[src/rtl/core/brx_pkg.sv]
// Package for the bitmap run extent extractor.
// Default sizes, queue depth and the width of the front-to-back descriptor.
// No dependencies.
`default_nettype none

package brx_pkg;

  // Default block number width and bitmap bits per beat
  localparam int unsigned BlockNumberBits = 48;
  localparam int unsigned BitsPerItem     = 8;

  // Entries in the descriptor queue between front and back
  localparam int unsigned QueueDepth = 4;

  // Packed width of one descriptor: two bit masks, seven block-sized fields
  // (four of them one bit wider) and five flags
  function automatic int unsigned desc_bits(int unsigned bnb, int unsigned bpi);
    return 2 * bpi + 7 * bnb + 9;
  endfunction

endpackage

`default_nettype wire

[src/rtl/core/brx_if.sv]
// Stream interfaces of the bitmap run extent extractor: config, bitmap in, extents out.
// Depends on brx_pkg for default widths.
`default_nettype none

// Configuration write channel: first block number of the scan
interface brx_cfg_if #(
  parameter int unsigned BlockNumberBits = brx_pkg::BlockNumberBits
);
  logic                       valid;
  logic                       ready;
  logic [BlockNumberBits-1:0] first_block;

  modport source (output valid, first_block, input ready);
  modport sink   (input valid, first_block, output ready);
endinterface

// Bitmap input channel
interface brx_in_if #(
  parameter int unsigned BitsPerItem = brx_pkg::BitsPerItem
);
  localparam int unsigned VldW = $clog2(BitsPerItem + 1);

  logic                   valid;
  logic                   ready;
  logic [BitsPerItem-1:0] bitmap_byte;
  logic [VldW-1:0]        valid_bits;
  logic                   end_of_scan;

  modport source (output valid, bitmap_byte, valid_bits, end_of_scan, input ready);
  modport sink   (input valid, bitmap_byte, valid_bits, end_of_scan, output ready);
endinterface

// Extent output channel
interface brx_out_if #(
  parameter int unsigned BlockNumberBits = brx_pkg::BlockNumberBits
);
  logic                     valid;
  logic                     ready;
  logic [BlockNumberBits-1:0] extent_start;
  logic [BlockNumberBits:0]   extent_length;
  logic                     extent_used;
  logic [BlockNumberBits:0]   used_total;
  logic [BlockNumberBits:0]   free_total;
  logic                     final_result;
  logic                     last_of_item;

  modport source (output valid, extent_start, extent_length, extent_used, used_total,
                  free_total, final_result, last_of_item, input ready);
  modport sink   (input valid, extent_start, extent_length, extent_used, used_total,
                  free_total, final_result, last_of_item, output ready);
endinterface

`default_nettype wire

[src/rtl/core/bitmap_run_extent_extractor_unit.sv]
// Bitmap run extent extractor, top level: front, descriptor queue, back.
// The first extent of a beat passes the queue and the back-end output register.
// One bitmap beat per cycle while each yields at most one extent and the sink is
// ready; more extents in a beat hold the back end, the 4-entry queue absorbs bursts.
// Reset clears run state, totals, queue and output; first_block resets to 0.
// Depends on brx_pkg, brx_if, brx_front, brx_queue, brx_back.
`default_nettype none

module bitmap_run_extent_extractor_unit #(
  parameter int unsigned BlockNumberBits = brx_pkg::BlockNumberBits,
  parameter int unsigned BitsPerItem     = brx_pkg::BitsPerItem,
  parameter int unsigned QueueDepth      = brx_pkg::QueueDepth
) (
  input  logic clk_i,
  input  logic rst_ni,
  brx_cfg_if.sink   cfg_i,
  brx_in_if.sink    bitmap_i,
  brx_out_if.source extent_o
);
  import brx_pkg::*;

  localparam int unsigned DescW = desc_bits(BlockNumberBits, BitsPerItem);

  logic             push;
  logic             pop;
  logic             full;
  logic             empty;
  logic [DescW-1:0] desc_in;
  logic [DescW-1:0] desc_out;

  // Front: accept beats, find breaks
  brx_front #(
    .BlockNumberBits (BlockNumberBits),
    .BitsPerItem     (BitsPerItem)
  ) u_front (
    .clk_i    (clk_i),
    .rst_ni   (rst_ni),
    .cfg_i    (cfg_i),
    .bitmap_i (bitmap_i),
    .full_i   (full),
    .push_o   (push),
    .desc_o   (desc_in)
  );

  // Decoupling queue
  brx_queue #(
    .Width (DescW),
    .Depth (QueueDepth)
  ) u_queue (
    .clk_i   (clk_i),
    .rst_ni  (rst_ni),
    .push_i  (push),
    .data_i  (desc_in),
    .pop_i   (pop),
    .data_o  (desc_out),
    .full_o  (full),
    .empty_o (empty)
  );

  // Back: emit extents
  brx_back #(
    .BlockNumberBits (BlockNumberBits),
    .BitsPerItem     (BitsPerItem)
  ) u_back (
    .clk_i    (clk_i),
    .rst_ni   (rst_ni),
    .desc_i   (desc_out),
    .empty_i  (empty),
    .pop_o    (pop),
    .extent_o (extent_o)
  );

endmodule

`default_nettype wire

[src/rtl/core/brx_front.sv]
// Front end: accepts bitmap beats, tracks the open run and totals, finds run breaks
// and pushes one descriptor per beat that yields extents. Depends on brx_pkg, brx_if.
`default_nettype none

module brx_front #(
  parameter int unsigned BlockNumberBits = brx_pkg::BlockNumberBits,
  parameter int unsigned BitsPerItem     = brx_pkg::BitsPerItem
) (
  input  logic clk_i,
  input  logic rst_ni,
  brx_cfg_if.sink cfg_i,
  brx_in_if.sink  bitmap_i,
  input  logic full_i,
  output logic push_o,
  output logic [brx_pkg::desc_bits(BlockNumberBits, BitsPerItem)-1:0] desc_o
);
  import brx_pkg::*;

  localparam int unsigned Bnb  = BlockNumberBits;
  localparam int unsigned Bpi  = BitsPerItem;
  localparam int unsigned VldW = $clog2(Bpi + 1);
  localparam int unsigned IdxW = (Bpi > 1) ? $clog2(Bpi) : 1;

  typedef struct packed {
    logic [Bpi-1:0] brk;
    logic [Bpi-1:0] bits;
    logic [Bnb-1:0] base;
    logic           ent_open;
    logic [Bnb-1:0] ent_start;
    logic [Bnb:0]   ent_len;
    logic           ent_used;
    logic           eos;
    logic           fin_open;
    logic [Bnb-1:0] fin_start;
    logic [Bnb:0]   fin_len;
    logic           fin_used;
    logic [Bnb:0]   used_tot;
    logic [Bnb:0]   free_tot;
  } desc_t;

  localparam logic [Bnb:0] CntSat = {1'b1, {Bnb{1'b0}}};

  logic [Bnb-1:0] first_block_q;
  logic           run_open_q, run_open_d;
  logic           open_used_q, open_used_d;
  logic [Bnb-1:0] open_start_q, open_start_d;
  logic [Bnb:0]   open_len_q, open_len_d;
  logic [Bnb-1:0] next_blk_q, next_blk_d;
  logic [Bnb:0]   used_cnt_q, used_cnt_d;
  logic [Bnb:0]   free_cnt_q, free_cnt_d;

  logic           accept;
  logic [VldW-1:0] nv;
  logic [VldW-1:0] nv_m1;
  logic [Bnb-1:0] eff_next;
  logic [Bpi-1:0] vmask;
  logic [Bpi-1:0] brk;
  logic [Bpi-1:0] strt;
  logic [IdxW-1:0] last_strt;
  logic [VldW-1:0] pop_used;
  logic [Bnb+1:0] used_sum;
  logic [Bnb+1:0] free_sum;
  logic           post_open;
  logic           post_used;
  logic [Bnb-1:0] post_start;
  logic [Bnb:0]   post_len;
  logic [Bnb:0]   used_new;
  logic [Bnb:0]   free_new;
  desc_t          desc;

  assign cfg_i.ready    = 1'b1;
  assign bitmap_i.ready = !full_i;
  assign accept         = bitmap_i.valid && bitmap_i.ready;

  // Clamp the bit count and pick the block number of bit 0
  always_comb begin
    nv       = (bitmap_i.valid_bits > VldW'(Bpi)) ? VldW'(Bpi) : bitmap_i.valid_bits;
    nv_m1    = nv - VldW'(1);
    eff_next = run_open_q ? next_blk_q : first_block_q;
  end

  // Per-bit run breaks: value change or block number wrap to zero
  always_comb begin
    for (int i = 0; i < Bpi; i++) begin
      vmask[i] = VldW'(i) < nv;
      if (i == 0) begin
        brk[i]  = vmask[i] && run_open_q &&
                  ((bitmap_i.bitmap_byte[i] != open_used_q) || (eff_next == '0));
        strt[i] = brk[i] || (vmask[i] && !run_open_q);
      end else begin
        brk[i]  = vmask[i] &&
                  ((bitmap_i.bitmap_byte[i] != bitmap_i.bitmap_byte[i-1]) ||
                   ((eff_next + Bnb'(i)) == '0));
        strt[i] = brk[i];
      end
    end
  end

  // Last run start inside the beat and used-bit count
  always_comb begin
    last_strt = '0;
    pop_used  = '0;
    for (int i = 0; i < Bpi; i++) begin
      if (strt[i]) begin
        last_strt = IdxW'(i);
      end
      pop_used = pop_used + VldW'(bitmap_i.bitmap_byte[i] & vmask[i]);
    end
  end

  // Open run after the beat
  always_comb begin
    post_open = run_open_q || (nv != '0);
    post_used = (nv != '0) ? bitmap_i.bitmap_byte[nv_m1[IdxW-1:0]] : open_used_q;
    if (|strt) begin
      post_start = eff_next + Bnb'(last_strt);
      post_len   = (Bnb+1)'(nv) - (Bnb+1)'(last_strt);
    end else begin
      post_start = open_start_q;
      post_len   = open_len_q + (Bnb+1)'(nv);
    end
  end

  // Saturating totals
  always_comb begin
    used_sum = {1'b0, used_cnt_q} + (Bnb+2)'(pop_used);
    free_sum = {1'b0, free_cnt_q} + (Bnb+2)'(nv - pop_used);
    used_new = (used_sum > (Bnb+2)'(CntSat)) ? CntSat : used_sum[Bnb:0];
    free_new = (free_sum > (Bnb+2)'(CntSat)) ? CntSat : free_sum[Bnb:0];
  end

  // Descriptor for the back end
  always_comb begin
    desc.brk       = brk;
    desc.bits      = bitmap_i.bitmap_byte;
    desc.base      = eff_next;
    desc.ent_open  = run_open_q;
    desc.ent_start = open_start_q;
    desc.ent_len   = open_len_q;
    desc.ent_used  = open_used_q;
    desc.eos       = bitmap_i.end_of_scan;
    desc.fin_open  = post_open;
    desc.fin_start = post_start;
    desc.fin_len   = post_len;
    desc.fin_used  = post_used;
    desc.used_tot  = used_new;
    desc.free_tot  = free_new;
  end

  assign desc_o = desc;
  assign push_o = accept && ((|brk) || bitmap_i.end_of_scan);

  // Scan state update; end of scan returns run state and totals to reset
  always_comb begin
    run_open_d   = run_open_q;
    open_used_d  = open_used_q;
    open_start_d = open_start_q;
    open_len_d   = open_len_q;
    next_blk_d   = next_blk_q;
    used_cnt_d   = used_cnt_q;
    free_cnt_d   = free_cnt_q;
    if (accept) begin
      if (bitmap_i.end_of_scan) begin
        run_open_d   = 1'b0;
        open_used_d  = 1'b0;
        open_start_d = '0;
        open_len_d   = '0;
        next_blk_d   = '0;
        used_cnt_d   = '0;
        free_cnt_d   = '0;
      end else begin
        run_open_d   = post_open;
        open_used_d  = post_used;
        open_start_d = post_start;
        open_len_d   = post_len;
        next_blk_d   = eff_next + Bnb'(nv);
        used_cnt_d   = used_new;
        free_cnt_d   = free_new;
      end
    end
  end

  always_ff @(posedge clk_i or negedge rst_ni) begin
    if (!rst_ni) begin
      first_block_q <= '0;
      run_open_q    <= 1'b0;
      open_used_q   <= 1'b0;
      open_start_q  <= '0;
      open_len_q    <= '0;
      next_blk_q    <= '0;
      used_cnt_q    <= '0;
      free_cnt_q    <= '0;
    end else begin
      if (cfg_i.valid && cfg_i.ready) begin
        first_block_q <= cfg_i.first_block;
      end
      run_open_q   <= run_open_d;
      open_used_q  <= open_used_d;
      open_start_q <= open_start_d;
      open_len_q   <= open_len_d;
      next_blk_q   <= next_blk_d;
      used_cnt_q   <= used_cnt_d;
      free_cnt_q   <= free_cnt_d;
    end
  end

endmodule

`default_nettype wire

[src/rtl/core/brx_queue.sv]
// Short descriptor queue between front and back of the run extent extractor.
// Register array with head read; depends on brx_pkg for the default depth.
`default_nettype none

module brx_queue #(
  parameter int unsigned Width = 8,
  parameter int unsigned Depth = brx_pkg::QueueDepth
) (
  input  logic             clk_i,
  input  logic             rst_ni,
  input  logic             push_i,
  input  logic [Width-1:0] data_i,
  input  logic             pop_i,
  output logic [Width-1:0] data_o,
  output logic             full_o,
  output logic             empty_o
);
  import brx_pkg::*;

  localparam int unsigned PtrW = (Depth > 1) ? $clog2(Depth) : 1;
  localparam int unsigned CntW = $clog2(Depth + 1);

  logic [Width-1:0] mem_q [Depth];
  logic [PtrW-1:0]  wr_ptr_q, wr_ptr_d;
  logic [PtrW-1:0]  rd_ptr_q, rd_ptr_d;
  logic [CntW-1:0]  count_q, count_d;

  assign full_o  = (count_q == CntW'(Depth));
  assign empty_o = (count_q == '0);
  assign data_o  = mem_q[rd_ptr_q];

  // Pointer wrap at the depth, which need not be a power of two
  always_comb begin
    wr_ptr_d = wr_ptr_q;
    rd_ptr_d = rd_ptr_q;
    count_d  = count_q;
    if (push_i) begin
      wr_ptr_d = (wr_ptr_q == PtrW'(Depth - 1)) ? '0 : wr_ptr_q + PtrW'(1);
    end
    if (pop_i) begin
      rd_ptr_d = (rd_ptr_q == PtrW'(Depth - 1)) ? '0 : rd_ptr_q + PtrW'(1);
    end
    if (push_i && !pop_i) begin
      count_d = count_q + CntW'(1);
    end else if (pop_i && !push_i) begin
      count_d = count_q - CntW'(1);
    end
  end

  always_ff @(posedge clk_i or negedge rst_ni) begin
    if (!rst_ni) begin
      wr_ptr_q <= '0;
      rd_ptr_q <= '0;
      count_q  <= '0;
    end else begin
      wr_ptr_q <= wr_ptr_d;
      rd_ptr_q <= rd_ptr_d;
      count_q  <= count_d;
    end
  end

  // Storage, no reset
  always_ff @(posedge clk_i) begin
    if (push_i) begin
      mem_q[wr_ptr_q] <= data_i;
    end
  end

  // Front only pushes while there is room; back only pops a present entry
  a_no_overflow: assert property (@(posedge clk_i) disable iff (!rst_ni)
    push_i |-> !full_o) else $error("queue push while full");
  a_no_underflow: assert property (@(posedge clk_i) disable iff (!rst_ni)
    pop_i |-> !empty_o) else $error("queue pop while empty");

endmodule

`default_nettype wire

[src/rtl/core/brx_back.sv]
// Back end: expands a descriptor into extents, one beat per cycle while the
// sink is ready; appends totals on end of scan. Depends on brx_pkg, brx_if.
`default_nettype none

module brx_back #(
  parameter int unsigned BlockNumberBits = brx_pkg::BlockNumberBits,
  parameter int unsigned BitsPerItem     = brx_pkg::BitsPerItem
) (
  input  logic clk_i,
  input  logic rst_ni,
  input  logic [brx_pkg::desc_bits(BlockNumberBits, BitsPerItem)-1:0] desc_i,
  input  logic empty_i,
  output logic pop_o,
  brx_out_if.source extent_o
);
  import brx_pkg::*;

  localparam int unsigned Bnb  = BlockNumberBits;
  localparam int unsigned Bpi  = BitsPerItem;
  localparam int unsigned IdxW = (Bpi > 1) ? $clog2(Bpi) : 1;

  typedef struct packed {
    logic [Bpi-1:0] brk;
    logic [Bpi-1:0] bits;
    logic [Bnb-1:0] base;
    logic           ent_open;
    logic [Bnb-1:0] ent_start;
    logic [Bnb:0]   ent_len;
    logic           ent_used;
    logic           eos;
    logic           fin_open;
    logic [Bnb-1:0] fin_start;
    logic [Bnb:0]   fin_len;
    logic           fin_used;
    logic [Bnb:0]   used_tot;
    logic [Bnb:0]   free_tot;
  } desc_t;

  desc_t d;
  assign d = desc_i;

  // Walk state within the head descriptor
  logic            fresh_q, fresh_d;
  logic [Bpi-1:0]  rem_q, rem_d;
  logic [IdxW-1:0] pos_q, pos_d;
  logic            pos_vld_q, pos_vld_d;

  // Output register
  logic            out_valid_q, out_valid_d;
  logic [Bnb-1:0]  out_start_q, out_start_d;
  logic [Bnb:0]    out_len_q, out_len_d;
  logic            out_used_q, out_used_d;
  logic [Bnb:0]    out_utot_q, out_utot_d;
  logic [Bnb:0]    out_ftot_q, out_ftot_d;
  logic            out_final_q, out_final_d;
  logic            out_last_q, out_last_d;

  logic            emit;
  logic [Bpi-1:0]  cur_rem;
  logic [IdxW-1:0] cur_pos;
  logic            cur_pos_vld;
  logic [IdxW-1:0] brk_pos;
  logic [Bpi-1:0]  rem_after;

  assign emit = !empty_i && (!out_valid_q || extent_o.ready);

  always_comb begin
    cur_rem     = fresh_q ? d.brk : rem_q;
    cur_pos     = fresh_q ? '0 : pos_q;
    cur_pos_vld = fresh_q ? !d.ent_open : pos_vld_q;
  end

  // Lowest pending break
  always_comb begin
    brk_pos = '0;
    for (int i = Bpi - 1; i >= 0; i--) begin
      if (cur_rem[i]) begin
        brk_pos = IdxW'(i);
      end
    end
    rem_after = cur_rem & ~(Bpi'(1) << brk_pos);
  end

  // Next extent beat: a closed run, or the final run with totals
  always_comb begin
    out_start_d = out_start_q;
    out_len_d   = out_len_q;
    out_used_d  = out_used_q;
    out_utot_d  = out_utot_q;
    out_ftot_d  = out_ftot_q;
    out_final_d = out_final_q;
    out_last_d  = out_last_q;
    pop_o       = 1'b0;
    fresh_d     = fresh_q;
    rem_d       = rem_q;
    pos_d       = pos_q;
    pos_vld_d   = pos_vld_q;
    if (emit) begin
      out_utot_d  = '0;
      out_ftot_d  = '0;
      out_final_d = 1'b0;
      if (|cur_rem) begin
        // run that closes at the break started in this beat or came in open
        if (cur_pos_vld) begin
          out_start_d = d.base + Bnb'(cur_pos);
          out_len_d   = (Bnb+1)'(brk_pos) - (Bnb+1)'(cur_pos);
          out_used_d  = d.bits[cur_pos];
        end else begin
          out_start_d = d.ent_start;
          out_len_d   = d.ent_len + (Bnb+1)'(brk_pos);
          out_used_d  = d.ent_used;
        end
        out_last_d = (rem_after == '0) && !d.eos;
        rem_d      = rem_after;
        pos_d      = brk_pos;
        pos_vld_d  = 1'b1;
      end else begin
        // end of scan: flush the open run, or a totals-only beat
        out_start_d = d.fin_open ? d.fin_start : '0;
        out_len_d   = d.fin_open ? d.fin_len : '0;
        out_used_d  = d.fin_open && d.fin_used;
        out_utot_d  = d.used_tot;
        out_ftot_d  = d.free_tot;
        out_final_d = 1'b1;
        out_last_d  = 1'b1;
      end
      pop_o   = out_last_d;
      fresh_d = out_last_d;
    end
  end

  always_comb begin
    if (emit) begin
      out_valid_d = 1'b1;
    end else if (extent_o.ready) begin
      out_valid_d = 1'b0;
    end else begin
      out_valid_d = out_valid_q;
    end
  end

  always_ff @(posedge clk_i or negedge rst_ni) begin
    if (!rst_ni) begin
      fresh_q     <= 1'b1;
      rem_q       <= '0;
      pos_q       <= '0;
      pos_vld_q   <= 1'b0;
      out_valid_q <= 1'b0;
    end else begin
      fresh_q     <= fresh_d;
      rem_q       <= rem_d;
      pos_q       <= pos_d;
      pos_vld_q   <= pos_vld_d;
      out_valid_q <= out_valid_d;
    end
  end

  always_ff @(posedge clk_i) begin
    out_start_q <= out_start_d;
    out_len_q   <= out_len_d;
    out_used_q  <= out_used_d;
    out_utot_q  <= out_utot_d;
    out_ftot_q  <= out_ftot_d;
    out_final_q <= out_final_d;
    out_last_q  <= out_last_d;
  end

  assign extent_o.valid         = out_valid_q;
  assign extent_o.extent_start  = out_start_q;
  assign extent_o.extent_length = out_len_q;
  assign extent_o.extent_used   = out_used_q;
  assign extent_o.used_total    = out_utot_q;
  assign extent_o.free_total    = out_ftot_q;
  assign extent_o.final_result  = out_final_q;
  assign extent_o.last_of_item  = out_last_q;

  // A beat that ends the scan also ends its descriptor
  a_final_is_last: assert property (@(posedge clk_i) disable iff (!rst_ni)
    (out_valid_q && out_final_q) |-> out_last_q) else $error("final beat not last");
  // Totals only travel on the final beat
  a_totals_on_final: assert property (@(posedge clk_i) disable iff (!rst_ni)
    (out_valid_q && !out_final_q) |-> (out_utot_q == '0 && out_ftot_q == '0))
    else $error("totals on non-final beat");

endmodule

`default_nettype wire

[src/flat_wrapper.sv]
// flat-port wrapper written by rule: the top's interface ports become plain ports
module bitmap_run_extent_extractor_unit_flat import brx_pkg::*;
#(
  parameter int unsigned BlockNumberBits = brx_pkg::BlockNumberBits,
  parameter int unsigned BitsPerItem     = brx_pkg::BitsPerItem,
  parameter int unsigned QueueDepth      = brx_pkg::QueueDepth
)
  (clk_i, rst_ni, cfg_i_valid, cfg_i_first_block, cfg_i_ready, bitmap_i_valid, bitmap_i_bitmap_byte, bitmap_i_valid_bits, bitmap_i_end_of_scan, bitmap_i_ready, extent_o_valid, extent_o_extent_start, extent_o_extent_length, extent_o_extent_used, extent_o_used_total, extent_o_free_total, extent_o_final_result, extent_o_last_of_item, extent_o_ready);
  brx_cfg_if #(.BlockNumberBits(BlockNumberBits)) cfg_i_i ();
  brx_in_if #(.BitsPerItem(BitsPerItem)) bitmap_i_i ();
  brx_out_if #(.BlockNumberBits(BlockNumberBits)) extent_o_i ();
  input  logic clk_i;
  input  logic rst_ni;
  input wire logic [$bits(cfg_i_i.valid)-1:0] cfg_i_valid;
  input wire logic [$bits(cfg_i_i.first_block)-1:0] cfg_i_first_block;
  output wire logic [$bits(cfg_i_i.ready)-1:0] cfg_i_ready;
  input wire logic [$bits(bitmap_i_i.valid)-1:0] bitmap_i_valid;
  input wire logic [$bits(bitmap_i_i.bitmap_byte)-1:0] bitmap_i_bitmap_byte;
  input wire logic [$bits(bitmap_i_i.valid_bits)-1:0] bitmap_i_valid_bits;
  input wire logic [$bits(bitmap_i_i.end_of_scan)-1:0] bitmap_i_end_of_scan;
  output wire logic [$bits(bitmap_i_i.ready)-1:0] bitmap_i_ready;
  output wire logic [$bits(extent_o_i.valid)-1:0] extent_o_valid;
  output wire logic [$bits(extent_o_i.extent_start)-1:0] extent_o_extent_start;
  output wire logic [$bits(extent_o_i.extent_length)-1:0] extent_o_extent_length;
  output wire logic [$bits(extent_o_i.extent_used)-1:0] extent_o_extent_used;
  output wire logic [$bits(extent_o_i.used_total)-1:0] extent_o_used_total;
  output wire logic [$bits(extent_o_i.free_total)-1:0] extent_o_free_total;
  output wire logic [$bits(extent_o_i.final_result)-1:0] extent_o_final_result;
  output wire logic [$bits(extent_o_i.last_of_item)-1:0] extent_o_last_of_item;
  input wire logic [$bits(extent_o_i.ready)-1:0] extent_o_ready;
  assign cfg_i_i.valid = cfg_i_valid;
  assign cfg_i_i.first_block = cfg_i_first_block;
  assign cfg_i_ready = cfg_i_i.ready;
  assign bitmap_i_i.valid = bitmap_i_valid;
  assign bitmap_i_i.bitmap_byte = bitmap_i_bitmap_byte;
  assign bitmap_i_i.valid_bits = bitmap_i_valid_bits;
  assign bitmap_i_i.end_of_scan = bitmap_i_end_of_scan;
  assign bitmap_i_ready = bitmap_i_i.ready;
  assign extent_o_valid = extent_o_i.valid;
  assign extent_o_extent_start = extent_o_i.extent_start;
  assign extent_o_extent_length = extent_o_i.extent_length;
  assign extent_o_extent_used = extent_o_i.extent_used;
  assign extent_o_used_total = extent_o_i.used_total;
  assign extent_o_free_total = extent_o_i.free_total;
  assign extent_o_final_result = extent_o_i.final_result;
  assign extent_o_last_of_item = extent_o_i.last_of_item;
  assign extent_o_i.ready = extent_o_ready;
  bitmap_run_extent_extractor_unit #(.BlockNumberBits(BlockNumberBits), .BitsPerItem(BitsPerItem), .QueueDepth(QueueDepth)) u_core (.clk_i(clk_i), .rst_ni(rst_ni), .cfg_i(cfg_i_i), .bitmap_i(bitmap_i_i), .extent_o(extent_o_i));
endmodule
[config.mk]
export PLATFORM = sky130hd
export DESIGN_NAME = bitmap_run_extent_extractor_unit_flat
export DESIGN_NICKNAME = d
export VERILOG_FILES = /design/src/rtl/core/brx_pkg.sv /design/src/rtl/core/brx_if.sv /design/src/rtl/core/bitmap_run_extent_extractor_unit.sv /design/src/rtl/core/brx_front.sv /design/src/rtl/core/brx_queue.sv /design/src/rtl/core/brx_back.sv /design/src/flat_wrapper.sv
export SDC_FILE = /design/constraint.sdc
export NUM_CORES = 2
export LEC_CHECK = 0
export BUFFER_PORTS_ARGS = -buffer_cell sky130_fd_sc_hd__buf_2
export CAP_MARGIN = 0
export CORE_MARGIN = 2
export CORE_UTILIZATION = 45
export CTS_CLUSTER_SIZE = 30
export DETAILED_ROUTE_END_ITERATION = 6
export MAX_ROUTING_LAYER = met4
export SLEW_MARGIN = 20
export SYNTH_ARGS = -nofsm -noshare
export SYNTH_HDL_FRONTEND = slang
export SYNTH_HIERARCHICAL = 1
export SYNTH_SLANG_ARGS = --single-unit
[constraint.sdc]
create_clock -name clk_i -period 14 [get_ports clk_i]
set_clock_uncertainty 0.15 [all_clocks]
set_input_delay 2.8 -clock clk_i [delete_from_list [all_inputs] [get_ports clk_i]]
set_output_delay 2.8 -clock clk_i [all_outputs]
set_load 0.005 [all_outputs]
### After elaboration in Yosys (flattened, before gate mapping)

Memory sizes are Yosys's and may differ from the RTL's.
Cells that the tools add are included.

* register bits: 512
* bits in latches: 0
* RAM bits: 1444
* bits in read-only memories: 0
* input port bits: 66
* output and inout bits: 201
* word-level logic and storage cells: 197
* memories kept: 1

Memories
* u_core.u_queue.mem_q: depth 4, width 361, read ports 1, clocked after Yosys merged registers in 0, wr ports 1, line brx_queue.sv:23 `logic [Width-1:0] mem_q [Depth];`

* add/subtract/negate cells: 29
* $mul: 0
* divide/modulo/power cells: 0
* $lt $le $gt $ge: 13
* eq/ne operators: 11
* shift-type cells: 1
* mux-type cells: 55
* bitwise logic cells: 10
* reduce and logical (&&, ||, !) cells: 54

Operators with widths (count)
* 2-to-1 mux 49 bit: 9
* logical NOT 48 bit: 8
* 2-to-1 mux 48 bit: 7
* adder 48 x 3 -> 48 bit, second input constant: 4
* > comparator 50 x 49 -> 1 bit, second input constant: 2
* adder 48 x 2 -> 48 bit, second input constant: 2
* adder 48 x 3 -> 48 bit: 2
* adder 49 x 4 -> 50 bit: 1
* adder 49 x 50 -> 50 bit: 1
* adder 49 x 3 -> 49 bit: 1
* adder 49 x 4 -> 49 bit: 1
* adder 48 x 1 -> 48 bit, second input constant: 1
* adder 48 x 4 -> 48 bit: 1
* 2-to-1 mux 3 bit: 15
* OR reduction 8 bit: 3
* logical AND 1 bit: 17
* adder 4 x 1 -> 4 bit: 4
* < comparator 3 x 4 -> 1 bit, first input constant: 4
* 2-to-1 mux 1 bit: 16
* logical OR 1 bit: 12
* AND 1 bit: 8
* AND 8 bit: 1
* logical NOT 1 bit: 8
* logical NOT 8 bit: 1
* other kinds (26): 44

### Depth between registers and ports, before layout

An unclocked memory read counts as a cell.

* word-level depth: 20
* mapped depth: 37
* mapped depth without buffers: 32

### Cells and area by module

Netlist, hierarchy kept.

Modules (own cells, without submodules)
* brx_queue: times used 1, cells each 1923, area each 52402.8 sq um, seq. area each 43536.8 sq um
* brx_front: times used 1, cells each 3732, area each 28626.2 sq um, seq. area each 7332.0 sq um
* brx_back: times used 1, cells each 1060, area each 11634.9 sq um, seq. area each 6297.3 sq um

### Worst setup path before layout

OpenSTA, ideal clock, no wires.

* path type: input to register
* from: input bitmap_i_valid_bits[3]
* to: memory u_core/u_queue/mem_q[1][0] (netlist name), enable pin
* library setup time: 768 ps
* data arrival time: 13927 ps
* required time: 13082 ps
* slack: -845 ps
* cell stages on the path: 15
* path buffers: 1
* path through: clkbuf_1 > nor2b_1 > inv_1 > ha_1 > inv_1 > a21oi_1 > a2111oi_0 > o2111ai_1 > a2111oi_0 > o2111ai_1 > o31ai_2 > or2_2 > nor3_1 > a31oi_1 > and2_1

* elaborated cells between the ends (all ways): 24
* those cells by class: 9 x order compare; 3 x mux; 12 x reduce/logical

RTL lines
* start, declared: line flat_wrapper.sv:19 `input wire logic [$bits(bitmap_i_i.valid_bits)-1:0] bitmap_i_valid_bits;`
* > comparator 4 bit: line brx_front.sv:77 `nv = (bitmap_i.valid_bits > VldW'(Bpi)) ? VldW'(Bpi) : bitmap_i.valid_bits;`
* 2-to-1 mux 4 bit (*): line brx_front.sv:77
* < comparator 3 x 4 -> 1 bit (*): line brx_front.sv:85 `vmask[i] = VldW'(i) < nv;`
* logical AND 1 bit (*): line brx_front.sv:91 `brk[i] = vmask[i] &&`
* named net u_core.desc_in[357]: line bitmap_run_extent_extractor_unit.sv:28 `logic [DescW-1:0] desc_in;`
* OR reduction 8 bit (*): line brx_front.sv:151 `assign push_o = accept && ((|brk) || bitmap_i.end_of_scan);`
* logical OR 1 bit (*): line brx_front.sv:151
* logical AND 1 bit (*): line brx_front.sv:151
* named net u_core.push: line bitmap_run_extent_extractor_unit.sv:24 `logic push;`
* 2-to-1 mux 1 bit (*): line brx_queue.sv:64 `if (push_i) begin`
* 2-to-1 mux 1 bit (not written as such) (*): line brx_queue.sv:65 `mem_q[wr_ptr_q] <= data_i;`
* end, declared: line brx_queue.sv:23

The timed path passes the listed nets; every way through them passes the cells marked *.

### Worst setup path after layout

* from: input bitmap_i_valid_bits[3]
* to: memory u_core/u_queue/mem_q[1][41] (netlist name), data pin

* word-level cells in the longest chain between the ends: 15
* elaborated cells between the ends (all ways): 29
* those cells by class: 9 x add/sub; 10 x order compare; 2 x mux; 8 x bitwise

Ends and longest elaborated chain
* > comparator 4 bit: line brx_front.sv:77
* 2-to-1 mux 4 bit (*): line brx_front.sv:77
* < comparator 1 x 4 -> 1 bit: line brx_front.sv:85
* AND 1 bit: line brx_front.sv:107 `pop_used = pop_used + VldW'(bitmap_i.bitmap_byte[i] & vmask[i]);`
* adder 1 x 1 -> 2 bit: line brx_front.sv:107
* adder 2 x 1 -> 3 bit: line brx_front.sv:107
* adder 3 x 1 -> 4 bit: line brx_front.sv:107
* adder 4 x 1 -> 4 bit (4 in a row): line brx_front.sv:107
* subtractor 4 x 4 -> 5 bit (*): line brx_front.sv:127 `free_sum = {1'b0, free_cnt_q} + (Bnb+2)'(nv - pop_used);`
* adder 49 x 50 -> 50 bit (*): line brx_front.sv:127
* > comparator 50 x 49 -> 1 bit: line brx_front.sv:129 `free_new = (free_sum > (Bnb+2)'(CntSat)) ? CntSat : free_sum[Bnb:0];`
* 2-to-1 mux 49 bit (*): line brx_front.sv:129
* named net u_core.desc_in[41]: line bitmap_run_extent_extractor_unit.sv:28

Marked as above.

==> impl_metrics.csv <==
group,metric,value,unit
floorplanning,die_h,458,um
pwr,p_leak,35.8,nW
clock_network,root_buffer,"clkbuf_16",
synthesis,synthCells,6715,
floorplanning,die_x,458,um
synthesis,async_flop_share,0.161,
synthesis,ys_seq_area_frac,0.617,
global_route,use_met1,0.428,
timing,fin_crit,12.54,ns
route,via_per_inst,6.28,
global_route,top_usage_layer,"met2",
place,port_buffers,265,
floorplanning,ioPinCount,267,
route,wl_per_cell,31.5,um
worst_hold_path,hp-class,"flop to flop",
synthesis,syn_avg_cell_area,13.8,sq um
pwr,powerDensity,220,nW/um^2
clock_network,cts_setup_buffers,0,
timing,hold_viol_final,0,
clock_network,clkTransAtPathRegs,0.06,ns
timing,setup_viol,0,
clock_network,hold_buffers,0,
layout,drive_gt1_frac,0.190,
worst_setup_path,slowest_delay,0.64,ns
layout,final_cell_area,104000,sq um
clock_network,cts.path.max_buffers,3,
floorplanning,rows,166,
global_route,grt_antenna_before_repair,24,
route,drt_iter0_drc,7083,
global_route,grt-ovfl-total,0,
global_route,grtUsageTotal,0.304,
timing,rsz0062_at_grt,"no",
place,hpwl,210000,um
timing,slew_viol_final,0,
global_route,grt.met3_usage,0.0501,
global_route,met2_usage,0.447,
floorplanning,start_util,0.453,
route,num_vias,62000,
worst_setup_path,crit_path_max_fanout,34,
clock_network,insertion_delay,0.88,ns
timing,fin_crit_sh,0.896,
floorplanning,fp.dieArea,210000,sq um
synthesis,yosysWarningCount,6,
timing,slew_headroom,0.227,
route,ant_nets,0,
clock_network,cts.sinks,1956,
clock_network,cts-resized-gates,0,
worst_setup_path,critPathKind,"primary input to flop",
worst_setup_path,critPathLaunchType,"primary input",
place,postPlaceCellArea,97500,sq um
floorplanning,core_area,205000,sq um
synthesis,synth-seq-cells,1956,
synthesis,syn_nets,6893,
worst_setup_path,crit_arrival,13.06,ns
layout,final_net_count,7172,
route,firstDrtPassIters,7,
worst_setup_path,cp.required,14.52,ns
layout,syn_to_final_growth,12.8,%
run,cap_violations,0,
clock_network,htreeDepth,4,
clock_network,numCtsBuffers,200,
route,drt_wl_total,311000,um
clock_network,cts_tree,"built",
outcome,violations,"DRC",
global_route,grt_pass1_vias,60800,
pwr,ir_drop,299,uV
pwr,power.total,0.0230,W
worst_setup_path,slowest_stage,"o31a_2",
place,gp_congestion,1.01,
synthesis,syn_area,92700,sq um
synthesis,synth_cell_types,110,
timing,worst_pin_slew,1.15,ns
timing,fmax,79.7,MHz
worst_setup_path,crit_path_frequent_cell,"inv_1",
worst_setup_path,endpoint_kind,"flop",
synthesis,synth_edf_count,1642,
global_route,grt_max_degree,129,
synthesis,synth_flop_cell,"edfxtp_1",
global_route,grt_pass1_wl,446000,um
layout,fill_cells,17400,
outcome,status,"finished with violations",
place,dpl_worst_slack,0.581,ns
timing,final.setup.worst_slack,1.46,ns
route,drt_drc_violations_left,2,
timing,fin_setup_tns,0,ns
==> routing by layer <==
metal | part of all wire | vias to the layer above
li1 | - | 26700
met1 | 0.43 | 32100
met2 | 0.45 | 2707
met3 | 0.074 | 532
met4 | 0.038 | 0
met5 | 0 | -
==> critical path: cells and delay by family <==
kind,cells,cell delay (ns)
fa+ha+maj,8,3.15
compound gates,7,2.60
simple gates,10,2.34
buf+inv,8,1.60
xor+xnor,2,0.54
==> registers in the layout, indices dropped and copies added, names as in the netlist, 49 cells and up <==
signal                                flops
u_core/u_queue/mem_q                   1444
u_core/u_back/extent_o.extent_length     49
u_core/u_front/used_cnt_q                49
u_core/u_back/extent_o.free_total        49
u_core/u_back/extent_o.used_total        49
u_core/u_front/free_cnt_q                49
u_core/u_front/open_len_q                49
==> stage by stage <==
step	std cells	utilization	hold slack, ns
2_1_floorplan	6715	-	0.286
3_3_place_gp	9480	0.476	0.302
3_5_place_dp	9480	0.476	0.321
4_1_cts	9860	0.510	0.339
5_1_grt	9868	0.511	0.359
6_report	9877	0.511	0.337
==> cell usage after synthesis, types with 97 or more instances <==
cell      instances  area, sq um
a21oi_1         264         1320
and2_1          141          882
clkbuf_1        221          830
dfrtp_1         313         7830
edfxtp_1       1642        49300
ha_1             97         1210
inv_1           119          447
mux4_2          365         8220
nand2_1         571         2140
nand3_1         265         1330
nand4_1         140          876
nor2_1          281         1050
nor3_1          156          781
nor4_1          107          669
o21ai_0         256         1280
xnor2_1         312         2730
xor2_1          113          990
==> final timing paths <==
kind	start	endpoint	slack, ns	depth (start not counted)
worst max-delay path	bitmap_i_valid_bits[3]	u_core/u_queue/mem_q[1][41]	1.46	35
worst min-delay path	u_core/u_front/next_blk_q[46]	u_core/u_front/next_blk_q[46]	0.34	2
worst max register to register	u_core/u_front/run_open_q	u_core/u_queue/mem_q[3][170]	3.02	22
worst min register to register	u_core/u_front/next_blk_q[46]	u_core/u_front/next_blk_q[46]	0.34	2
max in group asynchronous	rst_ni	u_core/u_front/open_len_q[46]	9.79	3
min in group asynchronous	rst_ni	u_core/u_front/first_block_q[37]	1.79	1
==> logic make-up after synthesis <==
| logic type | count (synthesis) | share of synthesized area |
|---|---|---|
| adder cells (fa/ha/maj) | 112 | 0.0163 |
| other | 1 | 0.0000405 |
| flip-flops | 1956 | 0.617 |
| AO/OA/AOI/OAI | 1172 | 0.0843 |
| buffers and inverters | 547 | 0.0273 |
| AND/OR/NAND/NOR | 1995 | 0.110 |
| XOR/XNOR | 425 | 0.0402 |
| multiplexers | 507 | 0.105 |
==> power breakdown <==
part	internal, W	switching [W]	total (W)	leakage [nW]
combinational	0.00297	0.00549	0.00846	12.9
sequential	0.00834	0.000644	0.00898	19.5
clock	0.00324	0.00232	0.00556	3.39
total	0.0146	0.00845	0.0230	35.8
==> final cells by class <==
class / count / area (sq um) / area share
diodes: 17 / 42.5 / 0.000407
clock buffers: 262 / 5560 / 0.0532
clock inverters: 118 / 1420 / 0.0136
inverters: 149 / 569 / 0.00545
multi-input cells: 4212 / 33200 / 0.317
flip-flops and latches: 1956 / 57200 / 0.547
well taps: 2688 / 3360 / 0.0322
repair buffers: 475 / 3190 / 0.0305
==> layout by cell type, fill, tap and decap left out, types with 156 or more instances in the layout <==
| cell type | count |
|---|---|
| edfxtp_1 | 1642 |
| nand2_1 | 566 |
| mux4_2 | 365 |
| xnor2_1 | 312 |
| dfrtp_1 | 310 |
| nor2_1 | 279 |
| nand3_1 | 265 |
| buf_2 | 264 |
| a21oi_1 | 260 |
| o21ai_0 | 255 |
| clkbuf_16 | 201 |
| buf_4 | 188 |
| nor3_1 | 156 |
No activity file was read; power rests on OpenSTA's default activity.
